`config.mk`:
```
export PLATFORM = sky130hd
export DESIGN_NAME = pes_cfg
export DESIGN_NICKNAME = d
export VERILOG_FILES = /design/src/sv/pes_pkg.sv /design/src/sv/pes_cfg.sv
export SDC_FILE = /design/constraint.sdc
export NUM_CORES = 1
export LEC_CHECK = 0
export BUFFER_PORTS_ARGS = -buffer_cell sky130_fd_sc_hd__buf_2
export CORE_ASPECT_RATIO = 0.9
export CORE_MARGIN = 5
export CORE_UTILIZATION = 45
export CTS_CLUSTER_SIZE = 20
export DETAILED_ROUTE_END_ITERATION = 7
export GPL_TIMING_DRIVEN = 0
export PLACE_DENSITY = 0.77
export SLEW_MARGIN = 15
export SYNTH_ARGS = -nofsm -noshare
export SYNTH_HDL_FRONTEND = slang
export SYNTH_SLANG_ARGS = --single-unit
export TNS_END_PERCENT = 30
```
`constraint.sdc`:
```
create_clock -name aclk -period 5.75 [get_ports aclk]
set_input_delay 1.4375 -clock aclk [delete_from_list [all_inputs] [get_ports aclk]]
set_output_delay 1.4375 -clock aclk [all_outputs]
set_load 0.02 [all_outputs]
```
`src/sv/pes_pkg.sv`:
```
package pes_pkg;

    // APB register window: five 32-bit registers at byte addresses 4*i
    localparam int APB_ADDR_W = 5;
    localparam int APB_DATA_W = 32;

    // register index, taken from paddr[4:2]
    typedef enum logic [2:0] {
        REG_TIME_STEP   = 3'd0,
        REG_GRAVITY     = 3'd1,
        REG_DRAG        = 3'd2,
        REG_GROUND      = 3'd3,
        REG_RESTITUTION = 3'd4
    } pes_reg_t;

endpackage

```
`src/sv/pes_cfg.sv`:
```
module pes_cfg
    import pes_pkg::*;
#(
    parameter int WORD_WIDTH = 24,
    parameter int FRAC_BITS  = 16
) (
    input  logic                          aclk,
    input  logic                          aresetn,
    input  logic                          psel,
    input  logic                          penable,
    input  logic                          pwrite,
    input  logic [APB_ADDR_W-1:0]         paddr,
    input  logic [APB_DATA_W-1:0]         pwdata,
    output logic [APB_DATA_W-1:0]         prdata,
    output logic                          pready,
    output logic [FRAC_BITS:0]            time_step,
    output logic [WORD_WIDTH-2:0]         gravity,
    output logic [WORD_WIDTH-2:0]         drag,
    output logic signed [WORD_WIDTH-1:0]  ground_level,
    output logic [FRAC_BITS:0]            restitution
);

    localparam int W = WORD_WIDTH;
    localparam int F = FRAC_BITS;

    // reset values, rounded to the nearest code: dt = 1/30 s, g = 9.8,
    // drag = 0.5, ground = -1.8, restitution = 0.6
    localparam int DT_RST   = ((1 << F) + 15) / 30;
    localparam int GRAV_RST = (98 * (1 << F) + 5) / 10;
    localparam int DRAG_RST = 1 << (F - 1);
    localparam int GND_RST  = -((18 * (1 << F) + 5) / 10);
    localparam int REST_RST = (6 * (1 << F) + 5) / 10;

    logic [F:0]            time_step_reg;
    logic [W-2:0]          gravity_reg;
    logic [W-2:0]          drag_reg;
    logic signed [W-1:0]   ground_level_reg;
    logic [F:0]            restitution_reg;
    logic                  wr_en;
    pes_reg_t              reg_sel;

    assign pready  = 1'b1;
    assign wr_en   = psel & penable & pwrite;
    assign reg_sel = pes_reg_t'(paddr[4:2]);

    // register writes
    always_ff @(posedge aclk) begin
        if (!aresetn) begin
            time_step_reg    <= (F+1)'(DT_RST);
            gravity_reg      <= (W-1)'(GRAV_RST);
            drag_reg         <= (W-1)'(DRAG_RST);
            ground_level_reg <= W'(GND_RST);
            restitution_reg  <= (F+1)'(REST_RST);
        end else if (wr_en) begin
            case (reg_sel)
                REG_TIME_STEP:   time_step_reg    <= pwdata[F:0];
                REG_GRAVITY:     gravity_reg      <= pwdata[W-2:0];
                REG_DRAG:        drag_reg         <= pwdata[W-2:0];
                REG_GROUND:      ground_level_reg <= pwdata[W-1:0];
                REG_RESTITUTION: restitution_reg  <= pwdata[F:0];
                default: ;
            endcase
        end
    end

    // read back
    always_comb begin
        case (reg_sel)
            REG_TIME_STEP:   prdata = APB_DATA_W'(time_step_reg);
            REG_GRAVITY:     prdata = APB_DATA_W'(gravity_reg);
            REG_DRAG:        prdata = APB_DATA_W'(drag_reg);
            REG_GROUND:      prdata = APB_DATA_W'(ground_level_reg);
            REG_RESTITUTION: prdata = APB_DATA_W'(restitution_reg);
            default:         prdata = '0;
        endcase
    end

    assign time_step    = time_step_reg;
    assign gravity      = gravity_reg;
    assign drag         = drag_reg;
    assign ground_level = ground_level_reg;
    assign restitution  = restitution_reg;

endmodule

```
==> key figures <==
Run status
  – Status: finished clean

STA
  – Max Freq: 200 MHz
  – RSZ-0062 raised after global routing: no
  – Final min period: 4.99 ns
  – Slew at the pin with the worst max-slew slack: approximately 0.76 ns
  – Fin Clk Skew: 0 ns
  – Pins over their slew limit: 0
  – Setup Viol. Count Final: 0
  – Final WS setup: 0.761 ns
  – Final Hold Vio Count: 0
  – Relative slew slack: 49.1%
  – Fin crit share: 86.8%
  – Setup total negative slack: 0 ns

Placement
  – Placer Congestion: 0.857
  – Post-DP HPWL: 13.0 mm
  – Port Buffers: roughly 170
  – Pre-CTS setup slack: 0.829 ns
  – Dpl cells: 830

Synthesis
  – Post-synthesis mux area share: 21.4%
  – Post-Synth Simple-Gate Area: 14.7%
  – Synth area leaders: dfxtp_1, mux2i_1, nand2_1
  – Cell Area, Synth: between 4000 and 5000 µm²
  – Synth Net Count: 572
  – Largest family of logic cells by synthesized area: multiplexers
  – Area leader, netlist: dfxtp_1
  – Synth Area in Compound Gates: 12.4%
  – Unique masters post-synth: 26
  – Synthesis-stage register bit count: 104
  – Synth Area in Adders: 0%
  – Xor and xnor fraction of the mapped netlist area: 0%
  – Yosys warns: 0
  – Synth top area share: 42.9%
  – Register area share after synthesis: between 40 and 50%
  – Synth Instances: 530
  – Syn Area/Cell: between 9 and 10 µm²

Global routing
  – Met2 usage: roughly 45%
  – First-pass GRT wire length: about 27 mm
  – Grt met1 use: 33.5%
  – GR peak layer: met2
  – Gr usage total: between 20 and 30%
  – Met3 Use GR: 7.22%
  – Largest net degree at the start of global routing: 19
  – Vias in the first global route: between 4,000 and 5,000
  – Initial antenna violation count: 0
  – GRT overflow: 0

Finish
  – Fill cells: 924
  – Area growth, synth to finish: 27.4%
  – Max reg flops: 24
  – Layout cells sized above 1: approximately a third
  – Commonest non-fill, non-tap cell in the layout: buf_2
  – Post-layout nets: 750
  – Most frequent cells in the layout: buf_2, dfxtp_1, nand2_1
  – Ant diodes: 0
  – Finished Layout Cells: 846

Power
  – Peak supply drop: approximately 0.13 mV
  – Lkg Pwr: 3.03 nW
  – P per Cell Area: 257 nW/µm²
  – Tot Pwr: 1.59 mW

Detailed routing
  – Initial DRC count: 574
  – Pre-antenna DRT Iters: 5
  – Routed Antenna Nets: 0
  – # DRC: 0
  – Routed length per instance: 21.6 µm
  – Via count: slightly below 5,000
  – Vias per Instance: ~6
  – Final WL: 18.3 mm

Clocking
  – CTS Sinks: 104
  – CTS Buf Count: 9
  – CTS Buffer Depth: 2
  – H-tree lvl count: 3
  – Worst skew pair latency: 0.34 ns
  – Hold_buf cts: 0
  – CTS tree: built
  – CTS root buffer: clkbuf_16
  – Post-CTS Setup Bufs: 0
  – Clock Pin Slew Worst Setup and Hold Paths: about 0.080 ns
  – Post-cts gate resize count: 0

Floorplanning
  – Core Area: 10,700 µm²
  – Starting Density: approximately 45%
  – Die Ht: 108 µm
  – Chip width: 119 µm
  – Ports: 179
  – Cell Rows: 36
  – Die area: 13,000 µm²

Setup path
  – Worst setup SP type: primary input
  – Crit end category: primary output
  – Worst endpoint required time: 4.31 ns
  – Arr. time, crit path: ~3.6 ns
  – Reg2Reg Depth: 2
  – Kind of critical path: in2out
  – CP max FO: 10

Hold path
  – Worst min path class: reg2reg
  – Hold depth: 2

Run
  – Max cap viols: 0
cells by family (layout without fill, tap and decap cells):
group	count (synthesis)	in the layout
other	1	1
AOI/OAI and AO/OA	83	83
buffers and inverters	84	267
and+or+nand+nor	157	157
muxes	101	101
DFF	104	104
worst paths after layout:
| path | start | to | slack (ns) |
|---|---|---|---|
| max | paddr[4] | prdata[30] | 0.76 |
| min | drag[14] | drag[14] | 0.48 |
| max reg2reg | gravity[21] | gravity[21] | 5.01 |
| min reg2reg | drag[14] | drag[14] | 0.48 |
cell type report:
| cell class | count | area, µm² | area share (%) |
|---|---|---|---|
| Buffer | 59 | 315 | 5.10 |
| Clock buffer | 9 | 225 | 3.65 |
| Clock inverter | 7 | 100 | 1.62 |
| Inverter | 25 | 93.8 | 1.52 |
| Multi-Input combinational cell | 342 | 2360 | 38.2 |
| Sequential cell | 104 | 2080 | 33.7 |
| Tap cell | 133 | 166 | 2.69 |
| Timing Repair Buffer | 167 | 836 | 13.5 |
cell usage after synthesis:
library cell / n
dfxtp_1: 104
nand2_1: 89
mux2i_1: 78
a22oi_1: 38
clkbuf_1: 30
inv_1: 25
mux2_2: 23
o211ai_1: 23
nor2_1: 20
o22ai_1: 17
nand3_1: 16
buf_4: 13
buf_2: 12
nor2b_1: 11
nand4_1: 9
and3_1: 5
buf_6: 4
a211o_1: 3
and2_1: 2
and4_1: 2
a21oi_1: 1
a31oi_1: 1
and3b_1: 1
and4b_1: 1
conb_1: 1
nor3b_4: 1
where the power goes:
part           leakage (nW)  internal (mW)  total (mW)  switching [mW]
Clock                 0.161          0.387       0.675           0.289
Combinational          2.03         0.0590       0.182           0.123
Sequential            0.840          0.726       0.731         0.00553
Total                  3.03           1.17        1.59           0.417
per-stage QoR:
| stage | hold slack, ns | utilization (%) | instance area [µm²] |
|---|---|---|---|
| final | 0.482 | 57.9 | 6180 |
| after detailed placement | 0.464 | 54.8 | 5850 |
| after global routing | 0.497 | 57.9 | 6180 |
| after CTS | 0.480 | 57.9 | 6180 |
| after global placement | 0.455 | 54.8 | 5850 |
| after floorplan | 0.541 | - | 4850 |
worst max-delay path: stages:
cell and delay [ns]:
buf_2 0.12, buf_6 0.14, nor2b_1 0.11, clkbuf_1 0.42, clkbuf_1 0.59, and3_1 0.41, buf_4 0.16, buf_2 0.15
metal layers:
layer | routed length (µm) | part of all wire (%)
met2 | 8480 | 46
met3 | 1940 | 11
met4 | 685 | 3.7
met5 | 0 | 0
met1 | 7170 | 39
Power figures use the tool's default switching activity.
