**src/sv/pes_pos.sv**
```systemverilog
module pes_pos #(
    parameter int WORD_WIDTH = 24,
    parameter int FRAC_BITS  = 16
) (
    input  logic                                  aclk,
    input  logic                                  aresetn,
    input  logic signed [WORD_WIDTH-1:0]          ground_level,
    input  logic [FRAC_BITS:0]                    restitution,
    input  logic                                  in_valid,
    output logic                                  in_ready,
    input  logic signed [WORD_WIDTH-1:0]          in_pos [3],
    input  logic signed [WORD_WIDTH-1:0]          in_vel [3],
    input  logic signed [WORD_WIDTH+FRAC_BITS+1:0] in_pdt [3],
    input  logic [WORD_WIDTH-2:0]                 in_life,
    output logic                                  out_valid,
    input  logic                                  out_ready,
    output logic signed [WORD_WIDTH-1:0]          out_pos [3],
    output logic signed [WORD_WIDTH-1:0]          out_vel [3],
    output logic [WORD_WIDTH-2:0]                 out_life
);

    localparam int W  = WORD_WIDTH;
    localparam int F  = FRAC_BITS;
    localparam int XW = 2 * W + F + 4;
    localparam int BW = W + F + 3;
    localparam logic signed [XW-1:0] SAT_HI = {{(XW-W+1){1'b0}}, {(W-1){1'b1}}};
    localparam logic signed [XW-1:0] SAT_LO = {{(XW-W+1){1'b1}}, {(W-1){1'b0}}};

    function automatic logic signed [W-1:0] sat_w(input logic signed [XW-1:0] x);
        logic signed [W-1:0] r;
        if (x > SAT_HI) begin
            r = SAT_HI[W-1:0];
        end else if (x < SAT_LO) begin
            r = SAT_LO[W-1:0];
        end else begin
            r = x[W-1:0];
        end
        return r;
    endfunction

    logic [2:0] vld_reg;
    logic [2:0] en;

    always_comb begin
        en[2] = !vld_reg[2] || out_ready;
        for (int k = 1; k >= 0; k--) begin
            en[k] = !vld_reg[k] || en[k+1];
        end
    end

    assign in_ready  = en[0];
    assign out_valid = vld_reg[2];

    // stage 5: position update, ground test and clamp
    logic signed [W-1:0]   pos5_next [3];
    logic                  below5_next;
    logic signed [W-1:0]   pos5_reg [3];
    logic signed [W-1:0]   vel5_reg [3];
    logic                  below5_reg;
    logic [W-2:0]          life5_reg;

    always_comb begin
        for (int i = 0; i < 3; i++) begin
            pos5_next[i] = sat_w(XW'(in_pdt[i] >>> F) + XW'(in_pos[i]));
        end
        below5_next = pos5_next[1] < ground_level;
        if (below5_next) pos5_next[1] = ground_level;
    end

    always_ff @(posedge aclk) begin
        if (en[0]) begin
            pos5_reg   <= pos5_next;
            vel5_reg   <= in_vel;
            below5_reg <= below5_next;
            life5_reg  <= in_life;
        end
    end

    // stage 6: bounce product -vy * restitution
    logic signed [BW-1:0]  bprod6_next;
    logic signed [W-1:0]   pos6_reg [3];
    logic signed [W-1:0]   vel6_reg [3];
    logic signed [BW-1:0]  bprod6_reg;
    logic                  below6_reg;
    logic [W-2:0]          life6_reg;

    always_comb begin
        bprod6_next = (-BW'(vel5_reg[1])) * $signed(BW'(restitution));
    end

    always_ff @(posedge aclk) begin
        if (en[1]) begin
            pos6_reg   <= pos5_reg;
            vel6_reg   <= vel5_reg;
            bprod6_reg <= bprod6_next;
            below6_reg <= below5_reg;
            life6_reg  <= life5_reg;
        end
    end

    // stage 7: pick the bounced vertical speed, output register
    logic signed [W-1:0]   pos7_reg [3];
    logic signed [W-1:0]   vel7_reg [3];
    logic [W-2:0]          life7_reg;

    always_ff @(posedge aclk) begin
        if (en[2]) begin
            pos7_reg    <= pos6_reg;
            vel7_reg[0] <= vel6_reg[0];
            vel7_reg[1] <= below6_reg ? sat_w(XW'(bprod6_reg >>> F)) : vel6_reg[1];
            vel7_reg[2] <= vel6_reg[2];
            life7_reg   <= life6_reg;
        end
    end

    always_ff @(posedge aclk) begin
        if (!aresetn) begin
            vld_reg <= '0;
        end else begin
            if (en[0]) vld_reg[0] <= in_valid;
            for (int k = 1; k < 3; k++) begin
                if (en[k]) vld_reg[k] <= vld_reg[k-1];
            end
        end
    end

    assign out_pos  = pos7_reg;
    assign out_vel  = vel7_reg;
    assign out_life = life7_reg;

`ifndef SYNTHESIS
    a_full: assert property (@(posedge aclk) disable iff (!aresetn)
        !in_ready |-> ((&vld_reg) && !out_ready))
        else $error("input stalled with a free stage");

    a_order: assert property (@(posedge aclk) disable iff (!aresetn)
        $rose(vld_reg[2]) |-> $past(vld_reg[1]))
        else $error("item appeared from nowhere");

    // only live particles come out
    a_life: assert property (@(posedge aclk) disable iff (!aresetn)
        out_valid |-> (out_life != '0))
        else $error("result with zero life");
`endif

endmodule

```
**config.mk**
```make
export PLATFORM = sky130hd
export DESIGN_NAME = pes_pos
export DESIGN_NICKNAME = d
export VERILOG_FILES = /design/src/sv/pes_pos.sv
export SDC_FILE = /design/constraint.sdc
export NUM_CORES = 2
export LEC_CHECK = 0
export ABC_CLOCK_PERIOD_IN_PS = 7300
export BUFFER_PORTS_ARGS = -buffer_cell sky130_fd_sc_hd__buf_2
export CAP_MARGIN = 5
export CELL_PAD_IN_SITES_DETAIL_PLACEMENT = 0
export CELL_PAD_IN_SITES_GLOBAL_PLACEMENT = 1
export CORE_MARGIN = 10
export CORE_UTILIZATION = 40
export CTS_CLUSTER_DIAMETER = 100
export DETAILED_ROUTE_END_ITERATION = 8
export PLACE_DENSITY_LB_ADDON = 0.1
export SYNTH_ARGS = -nofsm -noshare
export SYNTH_HDL_FRONTEND = slang
export SYNTH_SLANG_ARGS = --single-unit
```
**constraint.sdc**
```tcl
create_clock -name aclk -period 7.3 [get_ports aclk]
set_input_delay 1.46 -clock aclk [delete_from_list [all_inputs] [get_ports aclk]]
set_output_delay 1.46 -clock aclk [all_outputs]
set_load 0.01 [all_outputs]
```
==> flow_metrics.tcl <==
set metrics [dict create \
    htreeDepth 2 \
    final_util_pct 49.4 \
    synth_seq_cells 533 \
    slowest_stage "or4_4" \
    irDropWorstVdd_mv 0.622 \
    grt_pass1_wl_um 163000 \
    nNetsFinal 5096 \
    rows 114 \
    post-place-ws_ns -0.805 \
    ant_nets 0 \
    initialDrtViolationCount 1038 \
    min_to "out_vel[2]$_DFFE_PP_" \
    rsz0062_at_grt "yes" \
    cp_data_required_time_ns 7.65 \
    clock-root-buffer "clkbuf_16" \
    gp_congestion 0.841 \
    crit_type "flop to flop" \
    clock-sinks 533 \
    synth_edf_count 530 \
    drv_slew 0 \
    setup_ws_ns -0.379 \
    async_flop_share_pct 0 \
    cpPeakStageDelay_ns 0.64 \
    ios 507 \
    place_hpwl_um 85900 \
    hp-start "vel6_reg[2]$_DFFE_PP_" \
    synth_area_per_cell_um2 11.6 \
    cp-start-kind "flop" \
    clk_latency_ns 0.64 \
    dr.pass1.iters 6 \
    fmax_mhz 130 \
    wl_um 105000 \
    finalCritPeriodShare_pct 105 \
    setup_viol 19 \
    syn_to_final_growth_pct 22.3 \
    layout-drive-gt1-share_pct 24.8 \
    sw_frac_of_total_pct 40.3 \
    cts_made_buffers 55 \
    report.power.total_mw 25.8 \
    netlist_area_um2 39100 \
    internal-power_mw 15.4 \
    leakagePower_nw 22.1 \
    cts_tree "yes" \
    maxSlewHeadroom_pct 26.0 \
    clock_path_buffers 3 \
    power_frac_seq_pct 18.9 \
    maxCapViolCount 0 \
    synth_nets 4405 \
    failed_checks "negative setup slack" \
    rrSetupSlack_ns -0.38 \
    initial_utilization_pct 40.4 \
    worst_pin_slew_ns 1.11 \
    synth_cell_types 66 \
    wl_per_cell_um 19.5 \
    antenna_found_initial 29 \
    power_switching_mw 10.4 \
    syn_inst 3380 \
    worstPathArrival_ns 8.03 \
    fin_worst_skew_ns 0.0437 \
    hold_class "flop to flop" \
    rr_worst_depth 28 \
    whs_path_depth 0 \
    pwr-share-comb_pct 70.5 \
    grt_max_degree 146 \
    endpoint_kind "flop" \
    die_w_um 333 \
    r2r-start "vel5_reg[29]$_DFFE_PP_" \
    first_global_vias 27600 \
    clk_pin_slew_ns 0.06 \
    die_y_um 333 \
    yosys_warnings 0 \
    grt.overflow.total 0 \
    port_buffers 458 \
    num_vias 25300 \
    ctsHoldBuffers 0 \
    p_per_area_nw_per_um2 539 \
    fp.dieArea_um2 111000 \
    min_period_ns 7.68 \
    rr_endpoint "bprod6_reg[42]$_DFFE_PP_" \
    pwr-share-clk_pct 10.5 \
    synth_flop_cell "edfxtp_1" \
    viasPerCell 4.69 \
    run_status "complete, but fails checks" \
    crit_top_cell "fa_2" \
    hold_viol_final 0 \
    ys_seq_area_share_pct 40.8 \
    grt_usage_pct 19.0 \
    drc 0 \
    core_area_um2 96900 \
    path_max_fanout 4 \
]
==> layout make-up <==
type | instances | area (um^2)
antenna | 5 | 12.5
clock buffer | 65 | 1410
clock inverter | 38 | 367
fill | 8990 | 49000
inverter | 735 | 2760
multi-input combinational | 1990 | 20800
sequential | 533 | 16000
tap | 1276 | 1600
timing repair buffer | 756 | 4950
==> placed cells by master, fill, tap and decap left out, drive strengths merged, types with 30 or more instances in the layout <==
cell	n
buf	755
inv	737
edfxtp	530
fa	485
nand2	330
and2	238
ha	202
o21ai	105
xnor2	92
nor2	79
a21oi	70
clkbuf	66
xor2	50
a21o	46
clkinv	30
==> cell families after synthesis <==
logic type	synth area share [%]
buffers and inverters	8.26
adder cells (fa/ha/maj)	31.3
flip-flops	40.8
AO/OA/AOI/OAI	6.09
AND/OR/NAND/NOR	9.59
multiplexers	0.771
XOR/XNOR	3.18
==> synthesized netlist by cell type, types with 16 or more instances <==
cell | n | area [um^2]
nor2_1 | 79 | 297
edfxtp_1 | 530 | 15900
xnor2_1 | 92 | 806
o21ai_0 | 103 | 515
and2_1 | 236 | 1480
o21bai_1 | 16 | 120
o21a_1 | 19 | 143
nand2_1 | 330 | 1240
inv_1 | 735 | 2760
clkbuf_1 | 114 | 428
nor3_1 | 26 | 130
fa_1 | 485 | 9710
o22ai_1 | 24 | 150
a21oi_1 | 69 | 345
ha_1 | 202 | 2530
a31oi_1 | 16 | 100
xor2_1 | 50 | 438
a21o_1 | 46 | 345
mux2_2 | 25 | 282
==> critical path: cells and delay by family (launching register included) <==
family                   cells  cell delay (ns)
AND/OR/NAND/NOR              7             1.61
XOR/XNOR                     2             0.22
adder cells (fa/ha/maj)      7             3.16
AO/OA/AOI/OAI                7             1.45
flip-flops                   1             0.43
buffers and inverters        5             0.53
==> per-stage QoR <==
step / TNS (ns) / cell area (um^2) / instances / hold WS (ns)
final: -3.30 / 47800 / 5398 / 0.384
after global routing: -9.20 / 47800 / 5398 / 0.413
after floorplan: 0 / 39500 / 3380 / 0.400
after global placement: -10.68 / 45200 / 5259 / 0.400
after detailed placement: -11.73 / 45200 / 5259 / 0.405
after CTS: -3.25 / 47400 / 5374 / 0.386
==> worst max path at each step <==
stage	start	endpoint	slack, ns	cells after the start
detailed placement	vel5_reg[29]$_DFFE_PP_	bprod6_reg[42]$_DFFE_PP_	-0.81	29
global placement	vel5_reg[29]$_DFFE_PP_	bprod6_reg[42]$_DFFE_PP_	-0.76	28
finish	vel5_reg[29]$_DFFE_PP_	bprod6_reg[42]$_DFFE_PP_	-0.38	28
floorplan	vel5_reg[24]$_DFFE_PP_	bprod6_reg[37]$_DFFE_PP_	0.01	28
CTS	vel5_reg[25]$_DFFE_PP_	bprod6_reg[42]$_DFFE_PP_	-0.47	29
global route	vel5_reg[29]$_DFFE_PP_	bprod6_reg[42]$_DFFE_PP_	-0.70	28
==> power by group through the flow <==
stage	sequential, mW	clock [mW]	combinational [mW]
global route	4.94	2.92	20.7
global placement	4.93	0	16.4
finish	4.89	2.71	18.2
CTS	4.89	2.80	17.4
floorplan	4.99	0	10.3
detailed placement	4.95	0	16.4
==> timing repair <==
| action | 4_1_cts | 5_1_grt |
|---|---|---|
| resized for setup | 79 | 72 |
| endpoints found under the setup margin | 23 | 23 |
| cloned | 0 | 1 |
| buffers inserted | 15 | 20 |
| pin swaps | 96 | 59 |
==> per-layer routing <==
layer  GRT usage [%]  wire [um]
met5               0        207
met4            3.91       1770
met3            3.91       4760
met2            34.5      54800
met1            23.2      43900
(Power assumes the default switching activity.)
